==> src/rtl/core/arr_pkg.sv <==
// ----------------------------------------------------------------------------
// arr_pkg
// shared widths, types and saturation helpers for the rectangle hit pipeline
// ----------------------------------------------------------------------------
`default_nettype none

package arr_pkg;

  localparam int FRAC_BITS = 16;
  localparam int W         = 32;
  localparam int NUM_W     = W + 1 + FRAC_BITS;
  localparam int PW        = 2 * W - FRAC_BITS;
  localparam int CFG_IDX_W = 3;

  localparam logic [1:0] AXIS_X = 2'd0;
  localparam logic [1:0] AXIS_Y = 2'd1;
  localparam logic [1:0] AXIS_Z = 2'd2;

  localparam logic [CFG_IDX_W-1:0] REG_PLANE_AXIS  = 3'd0;
  localparam logic [CFG_IDX_W-1:0] REG_PLANE_COORD = 3'd1;
  localparam logic [CFG_IDX_W-1:0] REG_FIRST_LO    = 3'd2;
  localparam logic [CFG_IDX_W-1:0] REG_FIRST_HI    = 3'd3;
  localparam logic [CFG_IDX_W-1:0] REG_SECOND_LO   = 3'd4;
  localparam logic [CFG_IDX_W-1:0] REG_SECOND_HI   = 3'd5;

  localparam logic signed [W-1:0] SMAX = {1'b0, {(W-1){1'b1}}};
  localparam logic signed [W-1:0] SMIN = {1'b1, {(W-1){1'b0}}};

  typedef struct packed {
    logic signed [W-1:0] ox;
    logic signed [W-1:0] oy;
    logic signed [W-1:0] oz;
    logic signed [W-1:0] dx;
    logic signed [W-1:0] dy;
    logic signed [W-1:0] dz;
    logic signed [W-1:0] tlo;
    logic signed [W-1:0] thi;
    logic                miss;
    logic                neg;
    logic                front;
  } ray_t;

  function automatic logic signed [W-1:0] sat_prod(input logic signed [PW-1:0] x);
    logic all_same;
    all_same = (x[PW-1:W-1] == '0) || (x[PW-1:W-1] == '1);
    if (all_same) return x[W-1:0];
    return x[PW-1] ? SMIN : SMAX;
  endfunction

  function automatic logic signed [W-1:0] sat_sum(input logic signed [W:0] x);
    if (x[W] == x[W-1]) return x[W-1:0];
    return x[W] ? SMIN : SMAX;
  endfunction

  function automatic logic signed [W-1:0] neg_sat(input logic signed [W-1:0] x);
    if (x == SMIN) return SMAX;
    return -x;
  endfunction

endpackage

`default_nettype wire

==> src/rtl/core/arr_front.sv <==
// ----------------------------------------------------------------------------
// arr_front
// input stage: picks the normal axis and forms divider operands
// ----------------------------------------------------------------------------
`default_nettype none

module arr_front import arr_pkg::*; (
  input  wire logic                clk,
  input  wire logic                rst,
  input  wire logic                in_valid,
  output logic                     in_ready,
  input  wire logic signed [W-1:0] origin_x,
  input  wire logic signed [W-1:0] origin_y,
  input  wire logic signed [W-1:0] origin_z,
  input  wire logic signed [W-1:0] dir_x,
  input  wire logic signed [W-1:0] dir_y,
  input  wire logic signed [W-1:0] dir_z,
  input  wire logic signed [W-1:0] t_lo,
  input  wire logic signed [W-1:0] t_hi,
  input  wire logic [1:0]          plane_axis,
  input  wire logic signed [W-1:0] plane_coord,
  output logic                     out_valid,
  input  wire logic                out_ready,
  output ray_t                     ray,
  output logic [NUM_W-1:0]         num,
  output logic [W-1:0]             den
);

  logic signed [W-1:0] org_a;
  logic signed [W-1:0] dir_a;
  logic signed [W:0]   diff;
  logic [W:0]          diff_mag;
  logic [W-1:0]        dir_mag;
  logic                en;

  always_comb begin
    case (plane_axis)
      AXIS_X: begin org_a = origin_x; dir_a = dir_x; end
      AXIS_Y: begin org_a = origin_y; dir_a = dir_y; end
      default: begin org_a = origin_z; dir_a = dir_z; end
    endcase
    diff     = {plane_coord[W-1], plane_coord} - {org_a[W-1], org_a};
    diff_mag = diff[W] ? (W+1)'(-diff) : diff;
    dir_mag  = dir_a[W-1] ? W'(-dir_a) : dir_a;
  end

  assign en       = !out_valid || out_ready;
  assign in_ready = en;

  always_ff @(posedge clk) begin
    if (rst) begin
      out_valid <= 1'b0;
    end else if (en) begin
      out_valid <= in_valid;
    end
  end

  always_ff @(posedge clk) begin
    if (en) begin
      ray.ox    <= origin_x;
      ray.oy    <= origin_y;
      ray.oz    <= origin_z;
      ray.dx    <= dir_x;
      ray.dy    <= dir_y;
      ray.dz    <= dir_z;
      ray.tlo   <= t_lo;
      ray.thi   <= t_hi;
      ray.miss  <= (plane_axis != AXIS_X && plane_axis != AXIS_Y && plane_axis != AXIS_Z)
                   || (dir_a == '0);
      ray.neg   <= diff[W] ^ dir_a[W-1];
      ray.front <= dir_a[W-1];
      num       <= {diff_mag, {FRAC_BITS{1'b0}}};
      den       <= dir_mag;
    end
  end

endmodule

`default_nettype wire

==> config.mk <==
export PLATFORM = sky130hd
export DESIGN_NAME = arr_front
export DESIGN_NICKNAME = d
export VERILOG_FILES = /design/src/rtl/core/arr_pkg.sv /design/src/rtl/core/arr_front.sv
export SDC_FILE = /design/constraint.sdc
export NUM_CORES = 1
export LEC_CHECK = 0
export BUFFER_PORTS_ARGS = -buffer_cell sky130_fd_sc_hd__buf_2
export CAP_MARGIN = 20
export CORE_AREA = 2 2 247 249
export CTS_CLUSTER_DIAMETER = 150
export DETAILED_ROUTE_END_ITERATION = 8
export DIE_AREA = 0 0 249 251
export PLACE_DENSITY_LB_ADDON = 0.3
export SYNTH_ARGS = -nofsm -noshare
export SYNTH_HDL_FRONTEND = slang
export SYNTH_SLANG_ARGS = --single-unit
==> constraint.sdc <==
create_clock -name clk -period 11.31 [get_ports clk]
set_clock_uncertainty 0.2 [all_clocks]
set_input_delay 1.131 -clock clk [delete_from_list [all_inputs] [get_ports clk]]
set_output_delay 1.131 -clock clk [all_outputs]
set_load 0.05 [all_outputs]
Word-level counts from Yosys, hierarchy flattened
Index checks and enable logic that the tools add are counted. W data, S select, Z words.

Add/sub/neg operators: 3. Eq/ne operators: 3. Multiplexer cells: 4. Bitwise logic cells: 1. Reduce and logical (&&, ||, !) cells: 8.

Operators by type and width (number): $pmux W32 S2 (2); $neg A33 Y33 (1); $sub A32 B32 Y33 (1); $logic_not A32 Y1 (1); $mux W32 (1); $neg A32 Y32 (1); $mux W31 (1); $eq A2 B1 Y1 const B (1); $logic_and A1 B1 Y1 (2); $logic_not A2 Y1 (1); $logic_or A1 B1 Y1 (2); $ne A2 B1 Y1 const B (1); $ne A2 B2 Y1 const B (1); $reduce_bool A2 Y1 (1); $logic_not A1 Y1 (1); $xor A1 B1 Y1 (1).

Register bits: 325. Logic and storage cells: 35.

Depth between registers and ports, before layout
Gate-level depths: netlist (run 1).

Depth after elaboration: 5. Depth in mapped cells: 23.

Worst setup path before layout (run 1)
Ideal clock, no wire load.

Path kind: input-to-output. From: input out_ready. To: output in_ready. Arrival: 9.236 ns. Slack: 0.743 ns. Cell stages on the path: 1. Cell sequence: nand2b_1.

Cells in the longest elaborated chain, start to end: 1.

Ends and longest elaborated chain: from (decl) (line arr_front.sv:23) `input wire logic out_ready,`; $logic_or A1 B1 Y1 (line arr_front.sv:47) `assign en = !out_valid || out_ready;`; to (decl) (line arr_front.sv:11) `output logic in_ready,`.

Every way passes these cells.

Worst setup path in the final report (run 1)
From: input plane_axis[0]. To: register num[36] (data pin).

Cells in the longest elaborated chain, start to end: 5. Elaborated cells between the ends (all ways): 6. Classes of those cells: add/sub: 2; eq/ne: 1; mux: 2; reduce/logical: 1.

Ends and longest elaborated chain: from (decl) (line arr_front.sv:20) `input wire logic [1:0] plane_axis,`; $eq A2 B1 Y1 or $logic_not A2 Y1 (tied branches) (line arr_front.sv:37) `case (plane_axis)`; $pmux W32 S2 (*) (line arr_front.sv:37); $sub A32 B32 Y33 (*) (line arr_front.sv:42) `diff = {plane_coord[W-1], plane_coord} - {org_a[W-1], org_a};`; $neg A33 Y33 (line arr_front.sv:43) `diff_mag = diff[W] ? (W+1)'(-diff) : diff;`; $mux W32 (*) (line arr_front.sv:43); via diff_mag[20] (line arr_front.sv:32) `logic [W:0] diff_mag;`; to (signal assigned) (line arr_front.sv:72) `num <= {diff_mag, {FRAC_BITS{1'b0}}};`; to (decl) (line arr_front.sv:25) `output logic [NUM_W-1:0] num,`.

Mark *: on every way through the listed nets, which the timed path passes. The rest lies on a longest branch. A chain may end at the register's enable or synchronous reset.

==> results of run 1 <==
-- synthesized netlist by cell type, types with 5 or more instances --
cell,instances
or3_1,8
xnor2_1,51
nand2_1,60
a21o_1,8
edfxtp_1,324
nor3_1,11
o211ai_1,6
nand4_1,17
xor2_1,22
o21a_1,9
nor2_1,102
and2_1,9
buf_1,8
ha_1,34
o21ai_0,55
a21oi_1,98
and3_1,11
o31ai_1,8
a211oi_1,6
mux2i_1,66
nand3_1,11
buf_4,17
inv_1,18
clkbuf_1,25
a31oi_1,5
nand2b_1,6
-- through the flow --
stage                     hold WS [ns]  total power, mW  worst slack [ns]
final                            0.543             3.87              4.93
after global routing             0.510             4.03              4.51
after CTS                        0.492             3.92              4.85
after detailed placement         0.684             2.70              4.27
after global placement           0.650             2.70              4.33
after floorplan                   1.00             2.39             0.743
-- cell type report --
cell class,instances,area (um2),area share (%)
timing repair buffer,628,3190,16.0
clock buffer,45,998,5.01
clock inverter,22,210,1.05
antenna,5,12.5,0.0627
sequential,325,9750,48.9
multi-input combinational,707,4740,23.8
tap,782,978,4.91
inverter,18,67.6,0.339
-- critical path: stages --
cell and delay, ns:
buf_4 0.42, buf_4 0.71, mux2i_1 0.47, nor2_1 0.17, a21oi_1 0.17, ha_1 0.33, a21oi_1 0.31, o21ai_1 0.23
a2111o_1 0.42, a31o_2 0.27, a22o_1 0.20, and3_4 0.19, o41ai_4 0.89, o21ai_0 0.28, xnor2_1 0.20
-- flip-flops by register name (all words and copies together), names as in the netlist --
signal	flops
den	32
num	33
out_valid	1
ray	259
-- cells by family after synthesis --
group	synth area share (%)
DFF	65.8
xor gates and xnor gates	4.32
AOI/OAI and AO/OA	10.7
adders and majority gates	3.01
buffers and inverters	2.59
and+or+nand+nor	8.84
muxes	4.69
other	0.0253
-- where the power goes --
group	switching, mW	internal [mW]
registers	0.0502	1.49
logic	0.854	0.272
clock network	0.500	0.704
total	1.40	2.47
-- layer usage --
layer	vias up	track usage (%)
met5	-	0
met4	2	5.63
met2	530	28.9
met3	76	4.87
li1	5411	-
met1	5679	18.9
-- worst paths after layout --
path,startpoint,to,slack (ns),depth (start not counted)
max,plane_axis[0],num[36],4.93,15
min reg2reg,out_valid,out_valid,0.65,2
min,rst,out_valid,0.54,2
max reg2reg,out_valid,ray[146],8.64,3
==> out/results.tsv, run 1 <==
stage	metric	value	unit
global_routing	first-pass GRT wire length	76200	um
worst_setup_path	CP Launch Type	primary input	
sta	setup TNS after final layout	0	ns
finish	fillers	6027	
placed_design	post-placement cell count	2459	
logic_synthesis	Synth Area per Inst	13.5	um2
drt	post-route ant nets	0	
logic_synthesis	Synth area leaders	edfxtp_1 66%, mux2i_1 4.5%, a21oi_1 3.3%, xnor2_1 3.0%, ha_1 2.9%	
sta	Setup violations, final	0	
cts	TritonCTS Buffers	38	
global_routing	GRT Util Overall	16.4	%
logic_synthesis	Cells after Synth	1093	
drt	Vias/cell	4.62	
run	Max-Cap Viols	0	
global_routing	initial antenna violation count	7	
placed_design	# port buffers	619	
drt	Detailed Route Iter0 Violations	824	
sta	RSZ-0062 raised after global routing	false	
cts	clk sinks	325	
floorplanning	I/O pins	636	
worst_setup_path	Crit Path Class	primary input to flip-flop	
placed_design	detailed placement HPWL	43100	um
sta	slew margin rel.	30.7	%
logic_synthesis	async set or reset register ratio after synthesis	0	%
logic_synthesis	post-synth top area share	65.7	%
cts	post-CTS sizing	0	
placed_design	DP Area	0.0187	mm2
outcome	outcome	finished, final reports clean	
floorplanning	total die area	0.0625	mm2
cts	CTS Buffer Depth	3	
floorplanning	initial core utilization	24.8	%
pwr	Max IR drop VDD	107	uV
global_routing	vias in the first global route	11400	
drt	first-pass iteration count of the detailed router	5	
finish	Design Area, Final	0.0199	mm2
cts	# H-tree levels	2	
placed_design	GP Congestion	0.905	
logic_synthesis	sequential share of the synthesized area	65.8	%
sta	fin crit share	56.4	%
logic_synthesis	Synth Register Bits	325	
finish	share of cells above drive strength 1	40.6	%
finish	most frequent cells in the layout	617 x buf_2, 324 x edfxtp_1, 102 x nor2_1	
worst_setup_path	crit path DAT	6.47	ns
floorplanning	height of the die	251	um
hold_path	Hold WC Path Type	primary input to flip-flop	
sta	Period minus WS final	6.38	ns
finish	Area Growth Syn to Fin	34.7	%
floorplanning	Row Count	90	
logic_synthesis	Synth Flop Type	edfxtp_1	
pwr	Power Dens Cells	194	mW/mm2
drt	DR WL met2	27600	um
cts	CTS tree	built	
cts	# hold bufs at CTS	0	
cts	CTS Root Cell	clkbuf_16	
drt	Top Metal Used	met5	
pwr	Leak Pwr	8.47	nW
logic_synthesis	synth unique cells	78	
finish	most common cell after layout, fill and taps aside	buf_2	
finish	Final Non-Filler Cells	2532	
global_routing	GR Overflow Total	0	
finish	Util after Layout	33.4	%
cts	post-CTS setup buffers	0	
floorplanning	Placeable Area	0.0598	mm2
drt	routed wl met3	4280	um
sta	Final Hold Fails	0	
logic_synthesis	synth warn	0	
sta	f_max	157	MHz
global_routing	largest net degree at the start of global routing	86	
cts	Clock transition at path regs	0.06	ns
worst_setup_path	critical path capture point type	flip-flop	
sta	Slew @ Worst Pin	1.04	ns
logic_synthesis	Yosys top cell by area	edfxtp_1	
drt	Met1 Routed Length	20700	um
logic_synthesis	EDFF count, synth	324	
drt	DR WL/cell	21.3	um
sta	Slew Limit Fails	0	
drt	final wirelength	54000	um
drt	DRC	0	
logic_synthesis	Cell Area, Synth	0.0148	mm2
floorplanning	die width	249	um
worst_setup_path	CP max FO	38	
worst_setup_path	WP data required	11.40	ns
drt	routed vias	11700	
finish	Final nets	2047	
cts	Clock Latency Late Sink	0.54	ns
No activity file was read; power rests on OpenSTA's default activity.
==> run 2, diff against run 1 <==
- ABC_AREA: not set -> 1
- clock period: 11.31 -> 6.3 ns (I/O delays scaled with it)
==> run 2 against run 1 <==
Compared with the run above: register-to-register slack worse by 4.7 ns; die area is the same; sequential share of layout area fell by 2.0 points; count of clock-buffer cells in the layout increased by 5; wire length up 19%; clock power grew 80%; final cell count rose by 15%; setup slack got worse by 2.8 ns; synthesized area rose by 5.7%; via count rose by 14%; first-iteration DRC count fell by 0.49%; sequential power increased by 81%; critical endpoint is now num[45]; highest routed layer unchanged.
==> out/results.tsv, run 2 <==
stage	metric	value	unit	change
outcome	outcome	finished, final reports clean		
sta	Hold WS	0.0570	ns	-0.486 ns
logic_synthesis	synth unique cells	50		-36%
logic_synthesis	Cells after Synth	1454		+33%
logic_synthesis	mux contribution to synthesized area	0	%	-4.7 points
drt	Detailed Route Iter0 Violations	820		-0.49%
logic_synthesis	Post-Synth XOR/XNOR Area	3.07	%	-1.2 points
sta	slew margin rel.	35.2	%	+4.5 points
logic_synthesis	post-synth top area share	62.1	%	-3.6 points
floorplanning	Row Count	90		unchanged
logic_synthesis	Yosys top cell by area	edfxtp_1		
cts	Clock transition at path regs	0.06	ns	about the same
logic_synthesis	Synth Flop Type	edfxtp_1		
worst_setup_path	critical path capture point type	flip-flop		
logic_synthesis	adder-cell area share of the yosys netlist	2.85	%	-0.16 points
floorplanning	height of the die	251	um	unchanged
worst_setup_path	slowest stage delay, CP	0.58	ns	-0.31 ns
finish	number of flip-flops in the largest register	259		unchanged
floorplanning	total die area	0.0625	mm2	unchanged
cts	Clock Latency Late Sink	0.55	ns	about the same
drt	routed vias	13400		+14%
drt	DR WL met2	32900	um	+19%
logic_synthesis	sequential share of the synthesized area	62.3	%	-3.6 points
sta	Final Hold Fails	0		unchanged
global_routing	initial antenna violation count	6		-1
worst_setup_path	Crit path top cell by count	nand2_1		
logic_synthesis	synth warn	0		unchanged
logic_synthesis	Synth Area in Compound Gates	7.66	%	-3.0 points
logic_synthesis	Synth Area in Simple Gates	18.0	%	+9.2 points
drt	final wirelength	64200	um	+19%
drt	Vias/cell	4.59		-0.63%
placed_design	GP Congestion	0.972		+7.4%
drt	routed wl met3	4360	um	+1.8%
cts	clk sinks	325		unchanged
finish	Area Growth Syn to Fin	33.0	%	
sta	Slew @ Worst Pin	0.972	ns	-0.0642 ns
drt	post-route ant nets	0		unchanged
placed_design	# port buffers	619		unchanged
logic_synthesis	Synth area leaders	edfxtp_1 62%, nand2_1 9.5%, inv_1 3.9%, ha_1 2.7%, nor2_1 2.5%		
sta	f_max	238	MHz	
cts	# hold bufs at CTS	1		+1
floorplanning	initial core utilization	26.2	%	+1.4 points
hold_path	Hold WC Path Type	primary input to flip-flop		
finish	share of cells above drive strength 1	35.5	%	-5.1 points
global_routing	GRT Util Overall	19.8	%	+3.4 points
cts	CTS Buffer Depth	3		unchanged
logic_synthesis	largest family of logic cells by synthesized area	simple AND/OR/NAND/NOR gates		
pwr	Leak Pwr	9.60	nW	+13%
sta	Slew Limit Fails	0		unchanged
pwr	Max IR drop VDD	241	uV	+130%
global_routing	largest net degree at the start of global routing	116		+35%
sta	RSZ-0062 raised after global routing	false		
logic_synthesis	most common cell in the synthesized netlist	nand2_1		
cts	# H-tree levels	2		unchanged
sta	Setup violations, final	0		unchanged
global_routing	GR Overflow Total	0		unchanged
pwr	Power Dens Cells	344	mW/mm2	+77%
worst_setup_path	WP data required	6.39	ns	-5.01 ns
worst_setup_path	crit-path cells	buf_2, nor2_2, inv_2, o22ai_1, o21bai_1, ha_1, nand2_1, nor2_1, inv_1, nor2_1, nand2_1, nand3_1, nand2_1, nor2_1, nand2_1, nor2_1, nand2_1, nand2_1, nand2_1, nand2_1, inv_1		
drt	Met1 Routed Length	25600	um	+23%
worst_setup_path	crit path DAT	4.29	ns	-2.18 ns
cts	post-CTS setup buffers	0		unchanged
finish	Most flops, register	ray		
finish	Largest regs	ray: 259 flops, num: 33 flops, den: 32 flops		
finish	most frequent cells in the layout	619 x buf_2, 396 x nand2_1, 324 x edfxtp_1		
cts	post-CTS sizing	0		unchanged
worst_setup_path	Crit Path Class	primary input to flip-flop		
global_routing	vias in the first global route	13100		+15%
worst_setup_path	CP max FO	33		-13%
cts	CTS Root Cell	clkbuf_16		
drt	first-pass iteration count of the detailed router	6		+1
worst_setup_path	CP Launch Type	primary input		
drt	DR WL/cell	22.1	um	+3.6%
drt	DRC	0		unchanged
finish	fillers	6183		+2.6%
worst_setup_path	CP max stage cell	inv_2		
sta	fin crit share	66.6	%	
logic_synthesis	Synth Register Bits	325		unchanged
logic_synthesis	async set or reset register ratio after synthesis	0	%	unchanged
sta	setup TNS after final layout	0	ns	unchanged
global_routing	first-pass GRT wire length	89900	um	+18%
logic_synthesis	Synth Area per Inst	10.8	um2	-21%
floorplanning	die width	249	um	unchanged
floorplanning	Placeable Area	0.0598	mm2	unchanged
run	Max-Cap Viols	0		unchanged
placed_design	detailed placement HPWL	52200	um	+21%
finish	Final nets	2423		+18%
cts	CTS tree	built		
drt	Top Metal Used	met5		
sta	Period minus WS final	4.20	ns	
logic_synthesis	list of most frequent post-synthesis cells	397 x nand2_1, 324 x edfxtp_1, 164 x inv_1		
finish	most common cell after layout, fill and taps aside	buf_2		
logic_synthesis	EDFF count, synth	324		unchanged
cts	TritonCTS Buffers	38		unchanged
logic_synthesis	Cell Area, Synth	0.0157	mm2	+5.7%
floorplanning	I/O pins	636		unchanged
==> run 2: cell types whose count changed in the layout (fill, tap and decap cells not counted), sizes merged, moves of 12 or more <==
cell and delta:
o22ai +47, nand3 +67, o21bai +46, xnor2 -37, mux2i -66, and3 -12, a21oi -73, nor2 +14
o21ai -34, nand2 +350, xor2 +18, inv +152
==> run 2: power breakdown <==
part           internal [mW]  switching, mW
logic                  0.500           1.73
clock network           1.23          0.927
registers               2.69         0.0896
total                   4.42           2.74
==> run 2: layout make-up <==
type / count / area (um2) / share of cell area [%]
antenna: 3 / 7.51 / 0.0361
clock buffer: 50 / 1020 / 4.89
clock inverter: 19 / 180 / 0.866
inverter: 173 / 651 / 3.13
multi-input combinational: 928 / 5030 / 24.2
sequential: 325 / 9750 / 46.8
tap: 782 / 978 / 4.70
timing repair buffer: 628 / 3200 / 15.4
==> run 2: layer usage <==
metal | global-route usage, % | vias to the layer above
li1 | - | 6223
met1 | 24.0 | 6467
met2 | 35.8 | 579
met3 | 4.19 | 79
met4 | 4.55 | 2
met5 | 0 | -
==> run 2: final timing paths <==
| kind | slack, ns | end | from | cells past startpoint |
|---|---|---|---|---|
| worst min-delay path | 0.06 | ray[8] | t_hi[5] | 1 |
| worst max register to register | 3.93 | ray[3] | out_valid | 2 |
| worst max-delay path | 2.10 | num[45] | plane_axis[0] | 21 |
| worst min register to register | 0.99 | out_valid | out_valid | 2 |
==> run 2: worst max-delay path: cells and delay by family <==
| kind | cells | cell delay [ns] |
|---|---|---|
| simple gates | 14 | 1.87 |
| compound gates | 2 | 0.44 |
| buf+inv | 4 | 0.83 |
| fa+ha+maj | 1 | 0.48 |
==> run 2: stage by stage <==
stage | cells | power, mW | instance area (um2) | utilization, % | setup WS, ns
after floorplan | 1469 | 4.41 | 15700 | - | 0.805
after global placement | 2834 | 5.05 | 19600 | 32.8 | 1.63
after detailed placement | 2834 | 5.05 | 19600 | 32.8 | 1.59
after CTS | 2904 | 7.24 | 20800 | 34.8 | 2.18
after global routing | 2907 | 7.47 | 20800 | 34.8 | 1.71
final | 2908 | 7.17 | 20800 | 34.8 | 2.10
==> run 2: cells by family (layout without fill, tap and decap cells) <==
kind of cell	after synthesis	in the layout
and+or+nand+nor	659	659
DFF	325	325
buffers and inverters	216	870
AOI/OAI and AO/OA	164	164
xor gates and xnor gates	54	54
adders and majority gates	35	35
other	1	19
